## src/rtl/eemi_pkg.sv

```systemverilog
// Package for the extended Euclid modular inverse block.
// Holds the default operand width; no dependencies.
package eemi_pkg;

  localparam int unsigned DATA_WIDTH_DEF = 32;

endpackage

```

## src/rtl/extended_euclid_mod_inverse_top.sv

```systemverilog
// Extended Euclid modular inverse: top level.
// Depends on eemi_pkg for the default operand width.
//
// Usage:
//   Input channel (in_valid/in_ready) carries one request: a modulus and a
//   value. Output channel (out_valid/out_ready) returns the gcd, the raw
//   signed Bezout coefficient of the value, the flag invertible (gcd is 1)
//   and the coefficient reduced into 0..modulus-1 (zero when not invertible).
//   One request is worked on at a time; in_ready is high only when idle.
//   Each Euclid step runs on one shared restoring divider, one quotient bit
//   a cycle, which also accumulates quotient times coefficient by shift-add.
//   The final reduction reuses the divider. Reset (rst_n low, synchronous)
//   returns the sequencer to idle and drops any pending result. While the
//   receiver stalls the result is held in the output registers; one further
//   request is taken and worked, then waits in its final state until the
//   output registers are free.
module extended_euclid_mod_inverse_top #(
  parameter int unsigned DATA_WIDTH = eemi_pkg::DATA_WIDTH_DEF
) (
  input  logic                         clk,
  input  logic                         rst_n,
  input  logic                         in_valid,
  output logic                         in_ready,
  input  logic [DATA_WIDTH-1:0]        in_modulus,
  input  logic [DATA_WIDTH-1:0]        in_value,
  output logic                         out_valid,
  input  logic                         out_ready,
  output logic [DATA_WIDTH-1:0]        out_gcd_result,
  output logic signed [DATA_WIDTH:0]   out_coef_value,
  output logic [DATA_WIDTH-1:0]        out_inverse,
  output logic                         out_invertible
);

  localparam int unsigned W  = DATA_WIDTH;
  localparam int unsigned CW = $clog2(DATA_WIDTH);
  localparam logic [CW-1:0] CNT_LAST = CW'(DATA_WIDTH - 1);

  typedef enum logic [2:0] {
    ST_IDLE,
    ST_DIV,
    ST_UPD,
    ST_RED,
    ST_RDIV,
    ST_FIX,
    ST_FIN
  } state_t;

  state_t        state_r, state_nxt;
  logic [W-1:0]  a_r, a_nxt, b_r, b_nxt, m_r, m_nxt;
  logic [W-1:0]  prev_r, prev_nxt, cur_r, cur_nxt, acc_r, acc_nxt;
  logic [W-1:0]  dvd_r, dvd_nxt, dvs_r, dvs_nxt, rem_r, rem_nxt;
  logic [W-1:0]  inv_r, inv_nxt;
  logic [CW-1:0] cnt_r, cnt_nxt;
  logic          par_r, par_nxt, stepped_r, stepped_nxt, ok_r, ok_nxt;
  logic          out_valid_r, out_valid_nxt;
  logic [W-1:0]  out_gcd_r, out_gcd_nxt, out_inv_r, out_inv_nxt;
  logic [W:0]    out_coef_r, out_coef_nxt;
  logic          out_ok_r, out_ok_nxt;

  logic [W:0]    shifted;
  logic [W+1:0]  diff;
  logic          qbit;
  logic [W-1:0]  rem_step, dvd_step, acc_step, next_mag;
  logic          neg;
  logic [W:0]    coef;

  assign shifted  = {rem_r, dvd_r[W-1]};
  assign diff     = {1'b0, shifted} - {2'b00, dvs_r};
  assign qbit     = ~diff[W+1];
  assign rem_step = qbit ? diff[W-1:0] : shifted[W-1:0];
  assign dvd_step = {dvd_r[W-2:0], qbit};
  assign acc_step = {acc_r[W-2:0], 1'b0} + (qbit ? cur_r : {W{1'b0}});
  assign next_mag = prev_r + acc_r;
  assign neg      = stepped_r && !par_r && (prev_r != {W{1'b0}});
  assign coef     = neg ? ({(W+1){1'b0}} - {1'b0, prev_r}) : {1'b0, prev_r};

  always_comb begin
    state_nxt     = state_r;
    a_nxt         = a_r;
    b_nxt         = b_r;
    m_nxt         = m_r;
    prev_nxt      = prev_r;
    cur_nxt       = cur_r;
    acc_nxt       = acc_r;
    dvd_nxt       = dvd_r;
    dvs_nxt       = dvs_r;
    rem_nxt       = rem_r;
    inv_nxt       = inv_r;
    cnt_nxt       = cnt_r;
    par_nxt       = par_r;
    stepped_nxt   = stepped_r;
    ok_nxt        = ok_r;
    out_valid_nxt = out_valid_r && !out_ready;
    out_gcd_nxt   = out_gcd_r;
    out_inv_nxt   = out_inv_r;
    out_coef_nxt  = out_coef_r;
    out_ok_nxt    = out_ok_r;
    case (state_r)
      ST_IDLE: begin
        if (in_valid) begin
          a_nxt       = in_modulus;
          b_nxt       = in_value;
          m_nxt       = in_modulus;
          prev_nxt    = {W{1'b0}};
          cur_nxt     = {{(W-1){1'b0}}, 1'b1};
          par_nxt     = 1'b0;
          stepped_nxt = 1'b0;
          dvd_nxt     = in_modulus;
          dvs_nxt     = in_value;
          rem_nxt     = {W{1'b0}};
          acc_nxt     = {W{1'b0}};
          cnt_nxt     = CNT_LAST;
          state_nxt   = (in_value == {W{1'b0}}) ? ST_RED : ST_DIV;
        end
      end
      ST_DIV, ST_RDIV: begin
        rem_nxt = rem_step;
        dvd_nxt = dvd_step;
        acc_nxt = acc_step;
        cnt_nxt = cnt_r - CW'(1);
        if (cnt_r == {CW{1'b0}}) begin
          state_nxt = (state_r == ST_DIV) ? ST_UPD : ST_FIX;
        end
      end
      ST_UPD: begin
        a_nxt       = b_r;
        b_nxt       = rem_r;
        prev_nxt    = cur_r;
        cur_nxt     = next_mag;
        par_nxt     = !par_r;
        stepped_nxt = 1'b1;
        dvd_nxt     = b_r;
        dvs_nxt     = rem_r;
        rem_nxt     = {W{1'b0}};
        acc_nxt     = {W{1'b0}};
        cnt_nxt     = CNT_LAST;
        state_nxt   = (rem_r == {W{1'b0}}) ? ST_RED : ST_DIV;
      end
      ST_RED: begin
        ok_nxt  = (a_r == {{(W-1){1'b0}}, 1'b1});
        inv_nxt = {W{1'b0}};
        if (a_r != {{(W-1){1'b0}}, 1'b1}) begin
          state_nxt = ST_FIN;
        end else if (m_r == {W{1'b0}}) begin
          inv_nxt   = prev_r;
          state_nxt = ST_FIN;
        end else begin
          dvd_nxt   = prev_r;
          dvs_nxt   = m_r;
          rem_nxt   = {W{1'b0}};
          acc_nxt   = {W{1'b0}};
          cnt_nxt   = CNT_LAST;
          state_nxt = ST_RDIV;
        end
      end
      ST_FIX: begin
        inv_nxt   = (neg && rem_r != {W{1'b0}}) ? (m_r - rem_r) : rem_r;
        state_nxt = ST_FIN;
      end
      ST_FIN: begin
        if (!out_valid_r || out_ready) begin
          out_valid_nxt = 1'b1;
          out_gcd_nxt   = a_r;
          out_coef_nxt  = coef;
          out_inv_nxt   = inv_r;
          out_ok_nxt    = ok_r;
          state_nxt     = ST_IDLE;
        end
      end
      default: begin
        state_nxt = ST_IDLE;
      end
    endcase
  end

  always_ff @(posedge clk) begin
    if (!rst_n) begin
      state_r     <= ST_IDLE;
      out_valid_r <= 1'b0;
    end else begin
      state_r     <= state_nxt;
      out_valid_r <= out_valid_nxt;
    end
    a_r        <= a_nxt;
    b_r        <= b_nxt;
    m_r        <= m_nxt;
    prev_r     <= prev_nxt;
    cur_r      <= cur_nxt;
    acc_r      <= acc_nxt;
    dvd_r      <= dvd_nxt;
    dvs_r      <= dvs_nxt;
    rem_r      <= rem_nxt;
    inv_r      <= inv_nxt;
    cnt_r      <= cnt_nxt;
    par_r      <= par_nxt;
    stepped_r  <= stepped_nxt;
    ok_r       <= ok_nxt;
    out_gcd_r  <= out_gcd_nxt;
    out_coef_r <= out_coef_nxt;
    out_inv_r  <= out_inv_nxt;
    out_ok_r   <= out_ok_nxt;
  end

  assign in_ready       = (state_r == ST_IDLE);
  assign out_valid      = out_valid_r;
  assign out_gcd_result = out_gcd_r;
  assign out_coef_value = out_coef_r;
  assign out_inverse    = out_inv_r;
  assign out_invertible = out_ok_r;

  a_rem_below_divisor: assert property (@(posedge clk) disable iff (!rst_n)
    (state_r == ST_DIV || state_r == ST_RDIV) |-> (rem_r < dvs_r))
    else $error("partial remainder not below divisor");

  a_div_runs_to_end: assert property (@(posedge clk) disable iff (!rst_n)
    (state_r == ST_DIV && cnt_r != {CW{1'b0}}) |=> (state_r == ST_DIV))
    else $error("divide left before last quotient bit");

  a_inv_in_range: assert property (@(posedge clk) disable iff (!rst_n)
    (state_r == ST_FIN && ok_r && m_r != {W{1'b0}}) |-> (inv_r < m_r))
    else $error("reduced inverse not below modulus");

  a_flag_matches_gcd: assert property (@(posedge clk) disable iff (!rst_n)
    out_valid_r |-> (out_ok_r == (out_gcd_r == {{(W-1){1'b0}}, 1'b1})))
    else $error("invertible flag disagrees with gcd");

  a_no_inverse_zero: assert property (@(posedge clk) disable iff (!rst_n)
    (out_valid_r && !out_ok_r) |-> (out_inv_r == {W{1'b0}}))
    else $error("inverse non-zero without invertible");

endmodule

```

## config.mk

```make
export PLATFORM = sky130hd
export DESIGN_NAME = extended_euclid_mod_inverse_top
export DESIGN_NICKNAME = d
export VERILOG_FILES = /design/src/rtl/eemi_pkg.sv /design/src/rtl/extended_euclid_mod_inverse_top.sv
export SDC_FILE = /design/constraint.sdc
export NUM_CORES = 1
export LEC_CHECK = 0
export ABC_CLOCK_PERIOD_IN_PS = 27400
export BUFFER_PORTS_ARGS = -buffer_cell sky130_fd_sc_hd__buf_2
export CAP_MARGIN = 20
export CORE_ASPECT_RATIO = 1.4
export CORE_MARGIN = 2
export CORE_UTILIZATION = 40
export DETAILED_ROUTE_END_ITERATION = 6
export GPL_TIMING_DRIVEN = 0
export PLACE_DENSITY = 0.64
export SKIP_LAST_GASP = 1
export SLEW_MARGIN = 40
export SYNTH_ARGS = -nofsm -noshare
export SYNTH_HDL_FRONTEND = slang
export SYNTH_SLANG_ARGS = --single-unit
```

## constraint.sdc

```tcl
create_clock -name clk -period 27.4 [get_ports clk]
set_input_delay 2.74 -clock clk [delete_from_list [all_inputs] [get_ports clk]]
set_output_delay 2.74 -clock clk [all_outputs]
set_load 0.02 [all_outputs]
```

Yosys cells after proc, flatten, opt, wreduce, memory -nomap -nowiden
Cells that the tools add are included.
- bits in registers: 430
- bits of input ports: 68
- output and inout bits: 100
- word-level logic and storage cells: 110
- add/sub/neg operators: 6
- eq/ne operators: 13
- multiplexer cells: 43
- bitwise gates (word level): 1
- reduce and logical (&&, ||, !) cells: 26
- operators by type and width (kind ; count):
    $mux 32 ; 16
    $pmux 32 s4 ; 3
    $pmux 32 s2 ; 5
    $logic_not 32->1 ; 3
    $pmux 32 s3 ; 1
    $add 32x32->32 ; 2
    $reduce_bool 32->1 ; 2
    $sub 33x32->34 ; 1
    $sub 1x32->33 const A ; 1
    $eq 32x1->1 const B ; 1
    $ne 32x1->1 const B ; 1
    $sub 32x32->32 ; 1
    $pmux 5 s4 ; 1
    $pmux 3 s6 ; 1
    $mux 5 ; 3
    $mux 3 ; 4
    $ne 2x2->1 const B ; 5
    $eq 3x3->1 const B ; 3
    $mux 2 ; 4
    $reduce_and 4->1 ; 2
    $eq 3x2->1 const B ; 2
    $reduce_and 2->1 ; 3
    $logic_not 5->1 ; 1
    $sub 5x1->5 const B ; 1
    other kinds (13) ; 22

Longest topological paths before layout
- word-level depth: 6
- mapped depth: 24
- mapped depth without buffers: 21

Worst setup path after synthesis
No wires, ideal clock.
- kind: in2reg
- start point: input in_valid
- end point: register acc_r[0] (enable)
- setup time: 0.710 ns
- arrival time: 10.194 ns
- data required time: 26.690 ns
- path slack: 16.496 ns
- cell stages on the path: 2
- path buffers: 0
- cells stage by stage: nor3_1 -> a211oi_1
- cells in the longest elaborated chain, start to end: 2
- RTL lines (element ; RTL line ; RTL):
    start: declaration ; extended_euclid_mod_inverse_top.sv:22 ; input logic in_valid,
    $ne 2x2->1 (no source line) ; -- ;
    $reduce_and 4->1 (no source line) ; -- ;
    end signal: assignment ; extended_euclid_mod_inverse_top.sv:189 ; acc_r <= acc_nxt;
    end: declaration ; extended_euclid_mod_inverse_top.sv:50 ; logic [W-1:0] prev_r, prev_nxt, cur_r, cur_nxt, acc_r, acc_nxt;
Every way passes these cells.
A chain may end at the register's enable or synchronous reset.

Final worst setup path
- start point: register rem_r[0]
- end point: register acc_r[31], data pin
- cells in the longest elaborated chain, start to end: 4
- RTL lines (element ; RTL line ; RTL):
    start: declaration ; extended_euclid_mod_inverse_top.sv:51 ; logic [W-1:0] dvd_r, dvd_nxt, dvs_r, dvs_nxt, rem_r, rem_nxt;
    start signal: assignment ; extended_euclid_mod_inverse_top.sv:192 ; rem_r <= rem_nxt;
    $sub 33x32->34 ; extended_euclid_mod_inverse_top.sv:68 ; assign diff = {1'b0, shifted} - {2'b00, dvs_r};
    $mux 32 ; extended_euclid_mod_inverse_top.sv:72 ; assign acc_step = {acc_r[W-2:0], 1'b0} + (qbit ? cur_r : {W{1'b0}});
    $add 32x32->32 ; extended_euclid_mod_inverse_top.sv:72 ;
    $pmux 32 s4 ; extended_euclid_mod_inverse_top.sv:98 ; case (state_r)
Every way passes these cells.

==> metrics.md <==
| Metric | Value |
|---|---|
| First-pass DRT Iterations | 6 |
| FP Rows | 108 |
| Starting DRT DRC Count | 2189 |
| Max-cap violation count | 0 |
| Power Density | 66.5 nW/µm² |
| # setup viols final | 0 |
| Root buffer cell | clkbuf_16 |
| DRT antenna net count | 0 |
| Clock Skew | 0.0203 ns |
| Fin. max-slew vios | 0 |
| DR top layer | met5 |
| Global Route Usage Sum | 29.2% |
| Global-route wire length before repair | 138000 µm |
| RD Place Congestion | 1.06 |
| Max reg flops | 33 |
| Congestion Overflow GR | 0 |
| DR DRC count | 0 |
| Io pins | 168 |
| Yosys warns | 0 |
| Fin Setup TNS | 0 ns |
| Register bit total from synthesis | 430 |
| Critical hold path startpoint | inv_r[12] |
| Post-CTS sizing | 0 |
| Worst slew pin tran | 0.920 ns |
| Initial antenna violation count | 2 |
| Critical Path AT | 7.71 ns |
| Clock latency reported for the late side of the worst-skew pair | 0.60 ns |
| Rel. slew slack | 38.0% |
| Hold WC Path Type | reg -> reg |
| N_diodes | 0 |
| Clock-pin slew on the worst setup and hold paths | 0.07 ns |
| Sequential cell area | 12900 µm² |
| Core area | 62200 µm² |
| DRT Wirelength | 97200 µm |
| Most common library cell in the layout ignoring fill and taps | edfxtp_1 |
| Wirelength per Cell | 27.7 µm |
| Clk pwr share | 34.3% |
| Slowest CP cell | o31ai_1 |
| Starting Density | 40.5% |
| Overall Power | 1930 µW |
| Crit path buf inv count | 2 |
| # Post-CTS Setup Buffers | 0 |
| CTS Sinks | 430 |
| Synth Cell Area | 25200 µm² |
| Synthesized Nets | 2611 |
| Fmax | 135 MHz |
| Most used cell, CP | o211ai_1 |
| CTS H-Tree Depth | 2 |
| M1 WL | 35800 µm |
| P_sw | 605 µW |
| R2R cell count | 22 |
| Chip Height | 301 µm |
| Hold EP | out_inverse[12] |
| R2r setup slk | 20.02 ns |
| Unique masters post-synth | 73 |
| Final hold violation count | 0 |
| Die area | 65000 µm² |
| Hold Path Depth | 0 |
| Share of cells above drive strength 1 | 12.0% |
| Largest net degree at the start of global routing | 41 |
| Vias | 21059 |
| CP Class | reg -> reg |
| Worst IR Drop VDD | 43.0 µV |
| RSZ-0062 raised after global routing | false |
| Family with the most delay on the worst path | compound AO/OA/AOI/OAI gates |
| Port buffer count | 167 |
| CP Max Fanout | 10 |
| Worst r2r src | rem_r[0] |
| Status | finished clean |
| Post-synth ARST share | 0% |
| Place WS | 20.09 ns |
| Static Leak | 0.0116 µW |
| Final WS setup | 20.02 ns |
| Combinational Power Share | 23.1% |
| Multi-input gate area | 11600 µm² |
| Number of global-route vias before repair | 20637 |
| Synth-to-Final Area Change | 15.3% |
| Met2 wire length | 47900 µm |
| Most frequent cells in the layout | edfxtp_1 (426), nand2_1 (271), a21oi_1 (205), nor2_1 (193), buf_2 (179) |
| Critical Path RT | 27.73 ns |
| Mapped Cells | 2413 |
| TritonCTS clock tree | yes |
| Post-Layout Cell Count | 3510 |
| Cells after DPL | 3430 |
| Post-synth EDFFs | 426 |
| Vias per cell | 6.00 |
| Int Power | 1330 µW |
| Startpoint types | flip-flop |
| Register area share after synthesis | 51.1% |
| Critical Path Sink Type | flip-flop |
| Max clock buf depth | 3 |
| Switching Share | 31.3% |
| Met3 WL | 6480 µm |
| Reg2reg end | acc_r[31] |
| Nets | 2848 |
| HPWL after DPL | 76000 µm |
| CP peak stage delay | 0.53 ns |
| Tcrit/Tclk final | 26.9% |
| Dominant synthesized flop cell | edfxtp_1 |
| CTS Buf Count | 43 |
| CP Cell Sequence | ha_1 -> nor2b_1 -> o31a_1 -> o31ai_1 -> o21ai_0 -> a21oi_2 -> o211ai_1 -> clkbuf_1 -> clkbuf_1 -> and3_1 -> ha_1 -> fa_1 -> a21oi_1 -> o211ai_1 -> a311o_1 -> a221o_1 -> a21oi_1 -> o211ai_1 -> a31oi_1 -> xor2_1 -> xnor2_1 -> nor2_1 |
| Synth Area per Inst | 10.4 µm² |
| Final worst path period need | 7.38 ns |
| FILL cells | 5825 |
| Flop pwr share | 42.6% |
| CTS Hold Bufs | 0 |
| Die Wd | 216 µm |
## cell families (layout without fill, tap and decap cells)
family | count (synthesis) | in the layout | synth area share [%]
XOR/XNOR | 130 | 130 | 4.52
flip-flops | 430 | 430 | 51.1
multiplexers | 102 | 102 | 4.06
buffers and inverters | 204 | 476 | 3.11
AO/OA/AOI/OAI | 668 | 668 | 16.7
AND/OR/NAND/NOR | 749 | 749 | 13.9
adder cells (fa/ha/maj) | 130 | 130 | 6.58
## metal layers
metal  track usage [%]  vias to the layer above
li1                  -                     9431
met1              34.2                    10354
met2              51.0                     1025
met3              3.49                      247
met4              18.4                        2
met5                 0                        -
## per-stage QoR
step / hold slack, ns / utilization (%) / instance area [µm²]
2_1_floorplan: 0.400 / - / 25200
3_3_place_gp: 0.402 / 43.5 / 27100
3_5_place_dp: 0.405 / 44.2 / 27500
4_1_cts: 0.418 / 46.7 / 29000
5_1_grt: 0.424 / 46.7 / 29000
6_report: 0.414 / 46.7 / 29000
## cells in the mapped netlist, drive strengths merged, types with 44 or more instances
cell | instances | share of area, %
a21o | 83 | 2.5
a21oi | 207 | 4.1
nand2 | 271 | 4.0
ha | 126 | 6.3
o21ai | 170 | 3.4
mux2i | 101 | 4.0
a22o | 44 | 1.5
edfxtp | 426 | 51
clkbuf | 83 | 1.2
nor2 | 194 | 2.9
xor2 | 56 | 1.9
inv | 93 | 1.4
xnor2 | 74 | 2.6
## worst max path at each step
stage / startpoint / to / slack, ns / cells after the start
4_1_cts: rem_r[0] / acc_r[31] / 20.08 / 22
5_1_grt: rem_r[5] / acc_r[31] / 19.67 / 22
2_1_floorplan: in_valid / acc_r[0] / 16.50 / 2
3_3_place_gp: in_valid / rem_r[29] / 11.01 / 3
6_report: rem_r[0] / acc_r[31] / 20.02 / 22
3_5_place_dp: rem_r[1] / acc_r[31] / 20.09 / 22
## power groups by stage
stage                     Sequential, µW  Combinational (µW)  Clock [µW]
after CTS                            820                 439         671
after global routing                 823                 486         691
after floorplan                      806                 313           0
after detailed placement             834                 437           0
final                                822                 446         661
after global placement               840                 423           0
## final cells by class
cell class	count	area share (%)
Clock buffer	45	3.73
Tap cell	825	3.56
Timing Repair Buffer	192	4.07
Multi-Input combinational cell	1779	39.9
Buffer	111	1.55
Clock inverter	35	1.66
Inverter	93	1.20
Sequential cell	430	44.3
Power figures use the tool's default switching activity.
